--- src/rtl/dlr_pkg.sv ---
// Package for the DDA line rasterizer: constants, config register indexes,
// command and result codes. No dependencies.
`default_nettype none

package dlr_pkg;

  localparam int COORD_BITS_DEF = 12;
  localparam int FRAC_BITS_DEF  = 16;
  localparam int COLOR_W        = 32;

  // configuration port
  localparam int CFG_W     = 13;
  localparam int CFG_IDX_W = 1;
  localparam logic [CFG_IDX_W-1:0] REG_FRAME_WIDTH  = 1'd0;
  localparam logic [CFG_IDX_W-1:0] REG_FRAME_HEIGHT = 1'd1;
  localparam logic [CFG_W-1:0] FRAME_WIDTH_RST  = 13'd2160;
  localparam logic [CFG_W-1:0] FRAME_HEIGHT_RST = 13'd1440;

  // request and result codes
  localparam logic CMD_LOAD    = 1'b0;
  localparam logic CMD_STEP    = 1'b1;
  localparam logic KIND_PIXEL  = 1'b0;
  localparam logic KIND_REJECT = 1'b1;

endpackage

`default_nettype wire

--- src/rtl/dlr_ifs.sv ---
// Valid/ready channel interfaces of the DDA line rasterizer.
// Depends on dlr_pkg.
`default_nettype none

interface dlr_in_if
  import dlr_pkg::*;
#(
  parameter int CW = COORD_BITS_DEF
);
  logic               valid;
  logic               ready;
  logic               cmd;
  logic [CW-1:0]      x_start;
  logic [CW-1:0]      y_start;
  logic [CW-1:0]      x_end;
  logic [CW-1:0]      y_end;
  logic [COLOR_W-1:0] line_color;

  modport source (output valid, cmd, x_start, y_start, x_end, y_end, line_color,
                  input ready);
  modport sink   (input valid, cmd, x_start, y_start, x_end, y_end, line_color,
                  output ready);
endinterface

interface dlr_out_if
  import dlr_pkg::*;
#(
  parameter int CW = COORD_BITS_DEF
);
  logic               valid;
  logic               ready;
  logic               kind;
  logic [CW-1:0]      pixel_x;
  logic [CW-1:0]      pixel_y;
  logic [COLOR_W-1:0] pixel_color;
  logic               last;

  modport source (output valid, kind, pixel_x, pixel_y, pixel_color, last,
                  input ready);
  modport sink   (input valid, kind, pixel_x, pixel_y, pixel_color, last,
                  output ready);
endinterface

`default_nettype wire

--- src/rtl/dlr_div.sv ---
// Shared restoring divider, one quotient bit per cycle.
// Depends on dlr_pkg.
`default_nettype none

module dlr_div
  import dlr_pkg::*;
#(
  parameter int CW = COORD_BITS_DEF,
  parameter int FW = FRAC_BITS_DEF
) (
  input  wire logic             clk,
  input  wire logic             rst_n,
  input  wire logic             start,
  input  wire logic [CW+FW-1:0] dividend,
  input  wire logic [CW-1:0]    divisor,
  output logic                  done,
  output logic [CW+FW-1:0]      quotient
);

  localparam int DW  = CW + FW;
  localparam int CNW = $clog2(DW + 1);

  logic [CW-1:0]  rem_r, rem_nxt;
  logic [DW-1:0]  quo_r, quo_nxt;
  logic [CW-1:0]  dvs_r, dvs_nxt;
  logic [CNW-1:0] cnt_r, cnt_nxt;
  logic           busy_r, busy_nxt;
  logic           done_r, done_nxt;

  logic [CW:0] shifted;
  logic [CW:0] trial;
  logic        fits;

  always_comb begin
    shifted = {rem_r, quo_r[DW-1]};
    trial   = shifted - {1'b0, dvs_r};
    fits    = shifted >= {1'b0, dvs_r};

    rem_nxt  = rem_r;
    quo_nxt  = quo_r;
    dvs_nxt  = dvs_r;
    cnt_nxt  = cnt_r;
    busy_nxt = busy_r;
    done_nxt = 1'b0;
    if (start) begin
      rem_nxt  = '0;
      quo_nxt  = dividend;
      dvs_nxt  = divisor;
      cnt_nxt  = CNW'(DW);
      busy_nxt = 1'b1;
    end else if (busy_r) begin
      rem_nxt = fits ? trial[CW-1:0] : shifted[CW-1:0];
      quo_nxt = {quo_r[DW-2:0], fits};
      cnt_nxt = cnt_r - 1'b1;
      if (cnt_r == CNW'(1)) begin
        busy_nxt = 1'b0;
        done_nxt = 1'b1;
      end
    end
  end

  always_ff @(posedge clk) begin
    if (!rst_n) begin
      busy_r <= 1'b0;
      done_r <= 1'b0;
      cnt_r  <= '0;
    end else begin
      busy_r <= busy_nxt;
      done_r <= done_nxt;
      cnt_r  <= cnt_nxt;
    end
    rem_r <= rem_nxt;
    quo_r <= quo_nxt;
    dvs_r <= dvs_nxt;
  end

  assign done     = done_r;
  assign quotient = quo_r;

endmodule

`default_nettype wire

--- src/rtl/dda_line_rasterizer_unit.sv ---
// Top level of the DDA line rasterizer: load setup, step sequencer, output stage.
// Depends on dlr_pkg, dlr_ifs (dlr_in_if, dlr_out_if) and dlr_div.
//
//   port      dir   handshake    carries
//   in_ch     in    valid/ready  cmd, x_start, y_start, x_end, y_end, line_color
//   out_ch    out   valid/ready  kind, pixel_x, pixel_y, pixel_color, last
//   cfg_*     in    write only   frame_width (index 0), frame_height (index 1)
//
// A step request yields one pixel while the line has pixels left, one per clock
// while out_ch drains. A load of a non-empty line runs two divisions on the shared
// divider, x then y; in_ch is not ready during that time. Rejected and zero-length
// loads do not use the divider. Reset is synchronous and clears the line in
// progress; out_ch stalls hold the output register and block in_ch.
`default_nettype none

module dda_line_rasterizer_unit
  import dlr_pkg::*;
#(
  parameter int COORD_BITS = COORD_BITS_DEF,
  parameter int FRAC_BITS  = FRAC_BITS_DEF
) (
  input  wire logic                 clk,
  input  wire logic                 rst_n,
  dlr_in_if.sink                    in_ch,
  dlr_out_if.source                 out_ch,
  input  wire logic                 cfg_we,
  input  wire logic [CFG_IDX_W-1:0] cfg_index,
  input  wire logic [CFG_W-1:0]     cfg_wdata
);

  localparam int CW    = COORD_BITS;
  localparam int FW    = FRAC_BITS;
  localparam int AW    = CW + FW + 1;
  localparam int DW    = CW + FW;
  localparam int QW    = FW + 1;
  localparam int SW    = FW + 2;
  localparam int CMP_W = (CW > CFG_W) ? CW : CFG_W;

  localparam logic [1:0] ST_IDLE = 2'd0;
  localparam logic [1:0] ST_DIVX = 2'd1;
  localparam logic [1:0] ST_DIVY = 2'd2;

  logic [1:0]         state_r, state_nxt;
  logic [CFG_W-1:0]   fw_r, fw_nxt;
  logic [CFG_W-1:0]   fh_r, fh_nxt;
  logic [AW-1:0]      pos_x_r, pos_x_nxt;
  logic [AW-1:0]      pos_y_r, pos_y_nxt;
  logic [SW-1:0]      step_x_r, step_x_nxt;
  logic [SW-1:0]      step_y_r, step_y_nxt;
  logic [CW-1:0]      left_r, left_nxt;
  logic [CW-1:0]      n_r, n_nxt;
  logic [CW-1:0]      ady_r, ady_nxt;
  logic               dy_neg_r, dy_neg_nxt;
  logic [COLOR_W-1:0] color_r, color_nxt;

  logic               out_valid_r, out_valid_nxt;
  logic               out_kind_r, out_kind_nxt;
  logic [CW-1:0]      out_x_r, out_x_nxt;
  logic [CW-1:0]      out_y_r, out_y_nxt;
  logic [COLOR_W-1:0] out_color_r, out_color_nxt;
  logic               out_last_r, out_last_nxt;

  logic          in_fire;
  logic          reject;
  logic [CW-1:0] xs, ys, xe, ye;
  logic [CW-1:0] adx;
  logic [CW:0]   dy;
  logic [CW-1:0] ady;
  logic [CW-1:0] n_load;
  logic [AW-1:0] rnd_x, rnd_y;
  logic [QW-1:0] q;

  logic          div_start;
  logic [DW-1:0] div_dividend;
  logic [CW-1:0] div_divisor;
  logic          div_done;
  logic [DW-1:0] div_quotient;

  assign in_ch.ready = (state_r == ST_IDLE) && (!out_valid_r || out_ch.ready);
  assign in_fire     = in_ch.valid && in_ch.ready;

  // endpoint check, ordering by x, deltas and pixel count
  always_comb begin
    reject = (CMP_W'(in_ch.x_start) >= CMP_W'(fw_r)) ||
             (CMP_W'(in_ch.x_end)   >= CMP_W'(fw_r)) ||
             (CMP_W'(in_ch.y_start) >= CMP_W'(fh_r)) ||
             (CMP_W'(in_ch.y_end)   >= CMP_W'(fh_r));
    if (in_ch.x_start > in_ch.x_end) begin
      xs = in_ch.x_end;
      ys = in_ch.y_end;
      xe = in_ch.x_start;
      ye = in_ch.y_start;
    end else begin
      xs = in_ch.x_start;
      ys = in_ch.y_start;
      xe = in_ch.x_end;
      ye = in_ch.y_end;
    end
    adx    = xe - xs;
    dy     = {1'b0, ye} - {1'b0, ys};
    ady    = dy[CW] ? CW'(-dy) : dy[CW-1:0];
    n_load = (adx >= ady) ? adx : ady;
  end

  assign div_start    = (in_fire && in_ch.cmd == CMD_LOAD && !reject && n_load != '0) ||
                        (state_r == ST_DIVX && div_done);
  assign div_dividend = (state_r == ST_IDLE) ? {adx, {FW{1'b0}}} : {ady_r, {FW{1'b0}}};
  assign div_divisor  = (state_r == ST_IDLE) ? n_load : n_r;
  assign q            = div_quotient[QW-1:0];

  dlr_div #(
    .CW (CW),
    .FW (FW)
  ) u_div (
    .clk      (clk),
    .rst_n    (rst_n),
    .start    (div_start),
    .dividend (div_dividend),
    .divisor  (div_divisor),
    .done     (div_done),
    .quotient (div_quotient)
  );

  assign rnd_x = pos_x_r + AW'(1 << (FW - 1));
  assign rnd_y = pos_y_r + AW'(1 << (FW - 1));

  always_comb begin
    state_nxt  = state_r;
    fw_nxt     = fw_r;
    fh_nxt     = fh_r;
    pos_x_nxt  = pos_x_r;
    pos_y_nxt  = pos_y_r;
    step_x_nxt = step_x_r;
    step_y_nxt = step_y_r;
    left_nxt   = left_r;
    n_nxt      = n_r;
    ady_nxt    = ady_r;
    dy_neg_nxt = dy_neg_r;
    color_nxt  = color_r;

    out_valid_nxt = out_valid_r && !out_ch.ready;
    out_kind_nxt  = out_kind_r;
    out_x_nxt     = out_x_r;
    out_y_nxt     = out_y_r;
    out_color_nxt = out_color_r;
    out_last_nxt  = out_last_r;

    if (cfg_we) begin
      case (cfg_index)
        REG_FRAME_WIDTH:  fw_nxt = cfg_wdata;
        REG_FRAME_HEIGHT: fh_nxt = cfg_wdata;
        default: ;
      endcase
    end

    case (state_r)
      ST_IDLE: begin
        if (in_fire && in_ch.cmd == CMD_LOAD) begin
          left_nxt = '0;
          if (reject) begin
            out_valid_nxt = 1'b1;
            out_kind_nxt  = KIND_REJECT;
            out_x_nxt     = '0;
            out_y_nxt     = '0;
            out_color_nxt = '0;
            out_last_nxt  = 1'b0;
          end else begin
            color_nxt  = in_ch.line_color;
            pos_x_nxt  = {1'b0, xs, {FW{1'b0}}};
            pos_y_nxt  = {1'b0, ys, {FW{1'b0}}};
            n_nxt      = n_load;
            ady_nxt    = ady;
            dy_neg_nxt = dy[CW];
            step_x_nxt = '0;
            step_y_nxt = '0;
            if (n_load != '0) begin
              state_nxt = ST_DIVX;
            end
          end
        end else if (in_fire && left_r != '0) begin
          out_valid_nxt = 1'b1;
          out_kind_nxt  = KIND_PIXEL;
          out_x_nxt     = rnd_x[FW+CW-1:FW];
          out_y_nxt     = rnd_y[FW+CW-1:FW];
          out_color_nxt = color_r;
          out_last_nxt  = (left_r == CW'(1));
          pos_x_nxt     = pos_x_r + {{(AW-SW){step_x_r[SW-1]}}, step_x_r};
          pos_y_nxt     = pos_y_r + {{(AW-SW){step_y_r[SW-1]}}, step_y_r};
          left_nxt      = left_r - 1'b1;
        end
      end
      ST_DIVX: begin
        if (div_done) begin
          step_x_nxt = {1'b0, q};
          state_nxt  = ST_DIVY;
        end
      end
      ST_DIVY: begin
        if (div_done) begin
          step_y_nxt = dy_neg_r ? SW'(-{1'b0, q}) : {1'b0, q};
          left_nxt   = n_r;
          state_nxt  = ST_IDLE;
        end
      end
      default: state_nxt = ST_IDLE;
    endcase
  end

  always_ff @(posedge clk) begin
    if (!rst_n) begin
      state_r     <= ST_IDLE;
      fw_r        <= FRAME_WIDTH_RST;
      fh_r        <= FRAME_HEIGHT_RST;
      left_r      <= '0;
      out_valid_r <= 1'b0;
      pos_x_r     <= '0;
      pos_y_r     <= '0;
      step_x_r    <= '0;
      step_y_r    <= '0;
      color_r     <= '0;
    end else begin
      state_r     <= state_nxt;
      fw_r        <= fw_nxt;
      fh_r        <= fh_nxt;
      left_r      <= left_nxt;
      out_valid_r <= out_valid_nxt;
      pos_x_r     <= pos_x_nxt;
      pos_y_r     <= pos_y_nxt;
      step_x_r    <= step_x_nxt;
      step_y_r    <= step_y_nxt;
      color_r     <= color_nxt;
    end
    n_r         <= n_nxt;
    ady_r       <= ady_nxt;
    dy_neg_r    <= dy_neg_nxt;
    out_kind_r  <= out_kind_nxt;
    out_x_r     <= out_x_nxt;
    out_y_r     <= out_y_nxt;
    out_color_r <= out_color_nxt;
    out_last_r  <= out_last_nxt;
  end

  assign out_ch.valid       = out_valid_r;
  assign out_ch.kind        = out_kind_r;
  assign out_ch.pixel_x     = out_x_r;
  assign out_ch.pixel_y     = out_y_r;
  assign out_ch.pixel_color = out_color_r;
  assign out_ch.last        = out_last_r;

endmodule

`default_nettype wire

--- src/flat_wrapper.sv ---
// flat-port wrapper written by rule: the top's interface ports become plain ports
module dda_line_rasterizer_unit_flat import dlr_pkg::*;
#(
  parameter int COORD_BITS = COORD_BITS_DEF,
  parameter int FRAC_BITS  = FRAC_BITS_DEF
)
  (clk, rst_n, cfg_we, cfg_index, cfg_wdata, in_ch_valid, in_ch_cmd, in_ch_x_start, in_ch_y_start, in_ch_x_end, in_ch_y_end, in_ch_line_color, in_ch_ready, out_ch_valid, out_ch_kind, out_ch_pixel_x, out_ch_pixel_y, out_ch_pixel_color, out_ch_last, out_ch_ready);
  dlr_in_if #(.CW((COORD_BITS_DEF))) in_ch_i ();
  dlr_out_if #(.CW((COORD_BITS_DEF))) out_ch_i ();
  input  wire logic clk;
  input  wire logic rst_n;
  input  wire logic cfg_we;
  input  wire logic [CFG_IDX_W-1:0] cfg_index;
  input  wire logic [CFG_W-1:0] cfg_wdata;
  input wire logic [$bits(in_ch_i.valid)-1:0] in_ch_valid;
  input wire logic [$bits(in_ch_i.cmd)-1:0] in_ch_cmd;
  input wire logic [$bits(in_ch_i.x_start)-1:0] in_ch_x_start;
  input wire logic [$bits(in_ch_i.y_start)-1:0] in_ch_y_start;
  input wire logic [$bits(in_ch_i.x_end)-1:0] in_ch_x_end;
  input wire logic [$bits(in_ch_i.y_end)-1:0] in_ch_y_end;
  input wire logic [$bits(in_ch_i.line_color)-1:0] in_ch_line_color;
  output wire logic [$bits(in_ch_i.ready)-1:0] in_ch_ready;
  output wire logic [$bits(out_ch_i.valid)-1:0] out_ch_valid;
  output wire logic [$bits(out_ch_i.kind)-1:0] out_ch_kind;
  output wire logic [$bits(out_ch_i.pixel_x)-1:0] out_ch_pixel_x;
  output wire logic [$bits(out_ch_i.pixel_y)-1:0] out_ch_pixel_y;
  output wire logic [$bits(out_ch_i.pixel_color)-1:0] out_ch_pixel_color;
  output wire logic [$bits(out_ch_i.last)-1:0] out_ch_last;
  input wire logic [$bits(out_ch_i.ready)-1:0] out_ch_ready;
  assign in_ch_i.valid = in_ch_valid;
  assign in_ch_i.cmd = in_ch_cmd;
  assign in_ch_i.x_start = in_ch_x_start;
  assign in_ch_i.y_start = in_ch_y_start;
  assign in_ch_i.x_end = in_ch_x_end;
  assign in_ch_i.y_end = in_ch_y_end;
  assign in_ch_i.line_color = in_ch_line_color;
  assign in_ch_ready = in_ch_i.ready;
  assign out_ch_valid = out_ch_i.valid;
  assign out_ch_kind = out_ch_i.kind;
  assign out_ch_pixel_x = out_ch_i.pixel_x;
  assign out_ch_pixel_y = out_ch_i.pixel_y;
  assign out_ch_pixel_color = out_ch_i.pixel_color;
  assign out_ch_last = out_ch_i.last;
  assign out_ch_i.ready = out_ch_ready;
  dda_line_rasterizer_unit #(.COORD_BITS(COORD_BITS), .FRAC_BITS(FRAC_BITS)) u_core (.clk(clk), .rst_n(rst_n), .in_ch(in_ch_i), .out_ch(out_ch_i), .cfg_we(cfg_we), .cfg_index(cfg_index), .cfg_wdata(cfg_wdata));
endmodule
--- config.mk ---
export PLATFORM = sky130hd
export DESIGN_NAME = dda_line_rasterizer_unit_flat
export DESIGN_NICKNAME = d
export VERILOG_FILES = /design/src/rtl/dlr_pkg.sv /design/src/rtl/dlr_ifs.sv /design/src/rtl/dlr_div.sv /design/src/rtl/dda_line_rasterizer_unit.sv /design/src/flat_wrapper.sv
export SDC_FILE = /design/constraint.sdc
export NUM_CORES = 1
export LEC_CHECK = 0
export BUFFER_PORTS_ARGS = -buffer_cell sky130_fd_sc_hd__buf_2
export CAP_MARGIN = 20
export CELL_PAD_IN_SITES_DETAIL_PLACEMENT = 1
export CELL_PAD_IN_SITES_GLOBAL_PLACEMENT = 2
export CORE_ASPECT_RATIO = 1.1
export CORE_UTILIZATION = 38
export DETAILED_ROUTE_END_ITERATION = 7
export HOLD_SLACK_MARGIN = 0.1
export PLACE_DENSITY_LB_ADDON = 0.1
export SETUP_SLACK_MARGIN = 0.02
export SYNTH_ARGS = -nofsm -noshare
export SYNTH_HDL_FRONTEND = slang
export SYNTH_HIERARCHICAL = 1
export SYNTH_SLANG_ARGS = --single-unit
--- constraint.sdc ---
create_clock -name clk -period 12.65 [get_ports clk]
set_input_delay 1.8975 -clock clk [delete_from_list [all_inputs] [get_ports clk]]
set_output_delay 1.8975 -clock clk [all_outputs]
set_load 0.02 [all_outputs]
==> impl_summary.txt <==
----------------------------------------------------
[Run status]
  Run status ... complete, no violations

[Place]
  Instance area after placement ... 20770 sq um
  Placed Instances ... 2930
  GPL Wtd Cong ... 0.8632
  Port-buffer cells ... 159
  DPL Wire Length ... 44820 um

[Pwr]
  Overall power ... 0.003231 W
  Cell leakage power ... 8.936 nW
  Worst-case vdd ir drop ... 0.09043 mV
  Power density normalized to cell area ... 146.6 nW/um^2

[Final layout]
  Fraction of layout instances using a drive strength above 1 ... 14.15%
  Most used cells in the layout excluding fill and tap cells ... 267 x nand2_1, 183 x dfxtp_1, 158 x buf_2, 158 x nor2_1, 138 x ha_1
  Area Growth Syn to Fin ... 14.37%
  Final Non-Filler Cells ... 3001
  Filler instances ... 5902
  Most common cell after layout, fill and taps aside ... nand2_1
  Nets ... 2552
  Storage element area ... 7357 sq um
  Multi-input logic area ... 11210 sq um
  Final standard cell area without fillers ... 22040 sq um

[Min path]
  Type of the worst min-delay path ... flip-flop to flip-flop

[Die]
  Height of the die ... between 200 and 250 um
  Initial Utilization ... 38.51%
  Boundary pin count ... 160
  Placement Rows ... 86
  Chip Width ... 216.7 um
  CORE AREA ... 50040 sq um
  DIE AREA ... 51620 sq um

[CTS]
  Clock tree buffer depth ... 3
  H-tree level count ... 2
  CTS root buf ... clkbuf_16
  CTS tree ... built
  Clk Latency, worst-skew pair ... ~0.56 ns
  CTS Hold Bufs ... 0
  Post-CTS Setup Repair Bufs ... 0
  Cts repair resizes ... 0
  Sink Count ... roughly 300
  Num CTS Buffers ... 37
  Clock transition at the registers of the reported paths ... 0.06 ns

[Timing]
  Setup TNS Final ... 0 ns
  Final setup violating endpoints ... 0
  Worst slew slack as a fraction of its limit ... 35.82%
  Period minus WS final ... 9.271 ns
  Hold Violations, Final ... 0
  Tcrit/Tclk final ... 73.29%
  Worst Max-Slew Pin Slew ... 0.9627 ns
  Unrepaired setup endpoints after global routing ... false
  Max Slew Vio Count ... 0
  Max Freq ... 107.9 MHz
  Worst Clk Skew ... 0.02425 ns

[Setup path]
  Worst Path Required ... 13.14 ns
  Critical-path maximum fanout ... 56
  CP most frequent cell ... ha_1
  Start-to-end type of the worst setup path ... input pin to flip-flop
  Worst Path Arrival ... 9.76 ns
  Nature of the critical path endpoint ... flip-flop
  Type of origin of the critical path ... input pin
  Largest delay contributor family on the critical path ... compound AO/OA/AOI/OAI gates
  Critical Path Max Stage Delay ... 0.54 ns
  Highest-delay cell along the critical path ... a211oi_1
  Number of buffer and inverter instances along the worst setup path ... 4

[Yosys]
  Share of synthesized area occupied by flip-flops and latches ... 38.18%
  Syn Std Cell Area ... slightly below 20000 sq um
  Unique masters post-synth ... 90
  Number of synthesized flops with an enable pin ... 123
  Average instance area after synthesis ... slightly below 9 sq um
  YS warnings ... 6
  Share of flip-flops with an asynchronous set or reset ... 0%
  Yosys top cell by area ... edfxtp_1
  Cell types occupying the most area after synthesis ... edfxtp_1 19%, dfxtp_1 19%, ha_1 9.0%, nand2_1 5.2%, xnor2_1 3.6%
  Flip-flop cell with the highest count after synthesis ... dfxtp_1
  Gate Count Post-Synth ... 2169
  #FFs+latches synth ... 306
  Fraction of post-synthesis cell area in the top cell type by area ... a little under a fifth

[Global route]
  Global routing usage summed across all routing layers ... 23.49%
  Aggregate global routing overflow ... 0
  Number of global-route vias before repair ... around 17000
  Maximum number of pins on one net before global-route repair ... 73
  Wire length of the first global-routing pass ... 95740 um
  Antenna violations before repair ... 2

[Routing]
  Iteration-0 DRC Markers ... slightly above 700
  Number of nets with antenna violations after routing ... 0
  Number of remaining DRC errors ... 0
  Met2 WL ... ~29000 um
  Post-Route M1 WL ... 27280 um
  Count of vias placed by the detailed router ... 16370
  Post-detailed-route wirelength per cell ... 20.21 um
  Metal3 WL ... roughly 2300 um
  Number of vias per cell after detailed routing ... 5.454
  Uppermost metal layer occupied by signal nets ... met5
  Wire length after detailed routing ... 60660 um
  First-pass DRT Iterations ... 5

[Job]
  Maximum capacitance violations ... 0

----------------------------------------------------
## flip-flops by register name (all words and copies together) (netlist names), 13 cells and up
| register | count |
|---|---|
| u_core/color_r | 32 |
| u_core/out_ch.pixel_color | 32 |
| u_core/pos_x_r | 28 |
| u_core/pos_y_r | 28 |
| u_core/u_div/quotient | 28 |
| u_core/step_y_r | 18 |
| u_core/step_x_r | 17 |
| u_core/fh_r | 13 |
| u_core/fw_r | 13 |
## where the power goes
part | internal, W | leakage, nW | switching, W
Combinational | 0.000354 | 5.68 | 0.000585
Sequential | 0.00114 | 2.65 | 0.0000544
Clock | 0.000649 | 0.607 | 0.000447
Total | 0.00214 | 8.94 | 0.00109
## per-layer routing
layer	vias up	GRT usage, %
li1	8002	-
met1	8040	29.43
met2	246	40.94
met3	76	3.913
met4	2	7.362
met5	-	0
## cell usage after synthesis, drive strengths merged (61+ instances only)
cell type,instances
nand2,268
dfxtp,183
nor2,158
ha,138
o21ai,125
edfxtp,123
a21oi,109
inv,107
nor2b,83
xnor2,79
clkbuf,75
and2,72
a21boi,61
## path summary, 6_finish.rpt
path | cells past startpoint | slack [ns] | start | endpoint
worst max-delay path | 31 | 3.38 | in_ch_x_end[10] | u_core/u_div/rem_r[2]
worst min-delay path | 2 | 0.46 | u_core/color_r[27] | u_core/color_r[27]
worst max register to register | 22 | 7.41 | u_core/fh_r[2] | u_core/u_div/rem_r[2]
worst min register to register | 2 | 0.46 | u_core/color_r[27] | u_core/color_r[27]
## cells by family after synthesis
group,after synthesis,synth area share [%]
muxes,75,4.266
xor gates and xnor gates,110,4.999
AOI/OAI and AO/OA,551,19.42
and+or+nand+nor,774,19.41
DFF,306,38.18
adders and majority gates,148,9.635
other,1,0.01946
buffers and inverters,204,4.071
## cell type report
type / instances / area share, %
multi-input combinational: 1674 / 50.86
clock buffer: 46 / 4.536
antenna: 1 / 0.01135
clock inverter: 22 / 1.079
inverter: 109 / 1.856
tap: 660 / 3.747
timing repair buffer: 183 / 4.530
sequential: 306 / 33.38
## per-stage QoR
step	setup WS [ns]	utilization, %	hold slack (ns)
floorplan	3.198	-	0.4388
global placement	2.873	41.50	0.4462
detailed placement	2.695	41.50	0.4551
CTS	3.284	43.98	0.4633
global route	2.765	44.05	0.4863
finish	3.379	44.05	0.4607
## worst register-to-register path, delay by kind of cell (launching register included)
family	cells	cell delay (ns)
compound gates	11	2.31
buf+inv	5	1.27
simple gates	5	0.92
flops	1	0.34
fa+ha+maj	1	0.30
(Power assumes the default switching activity.)
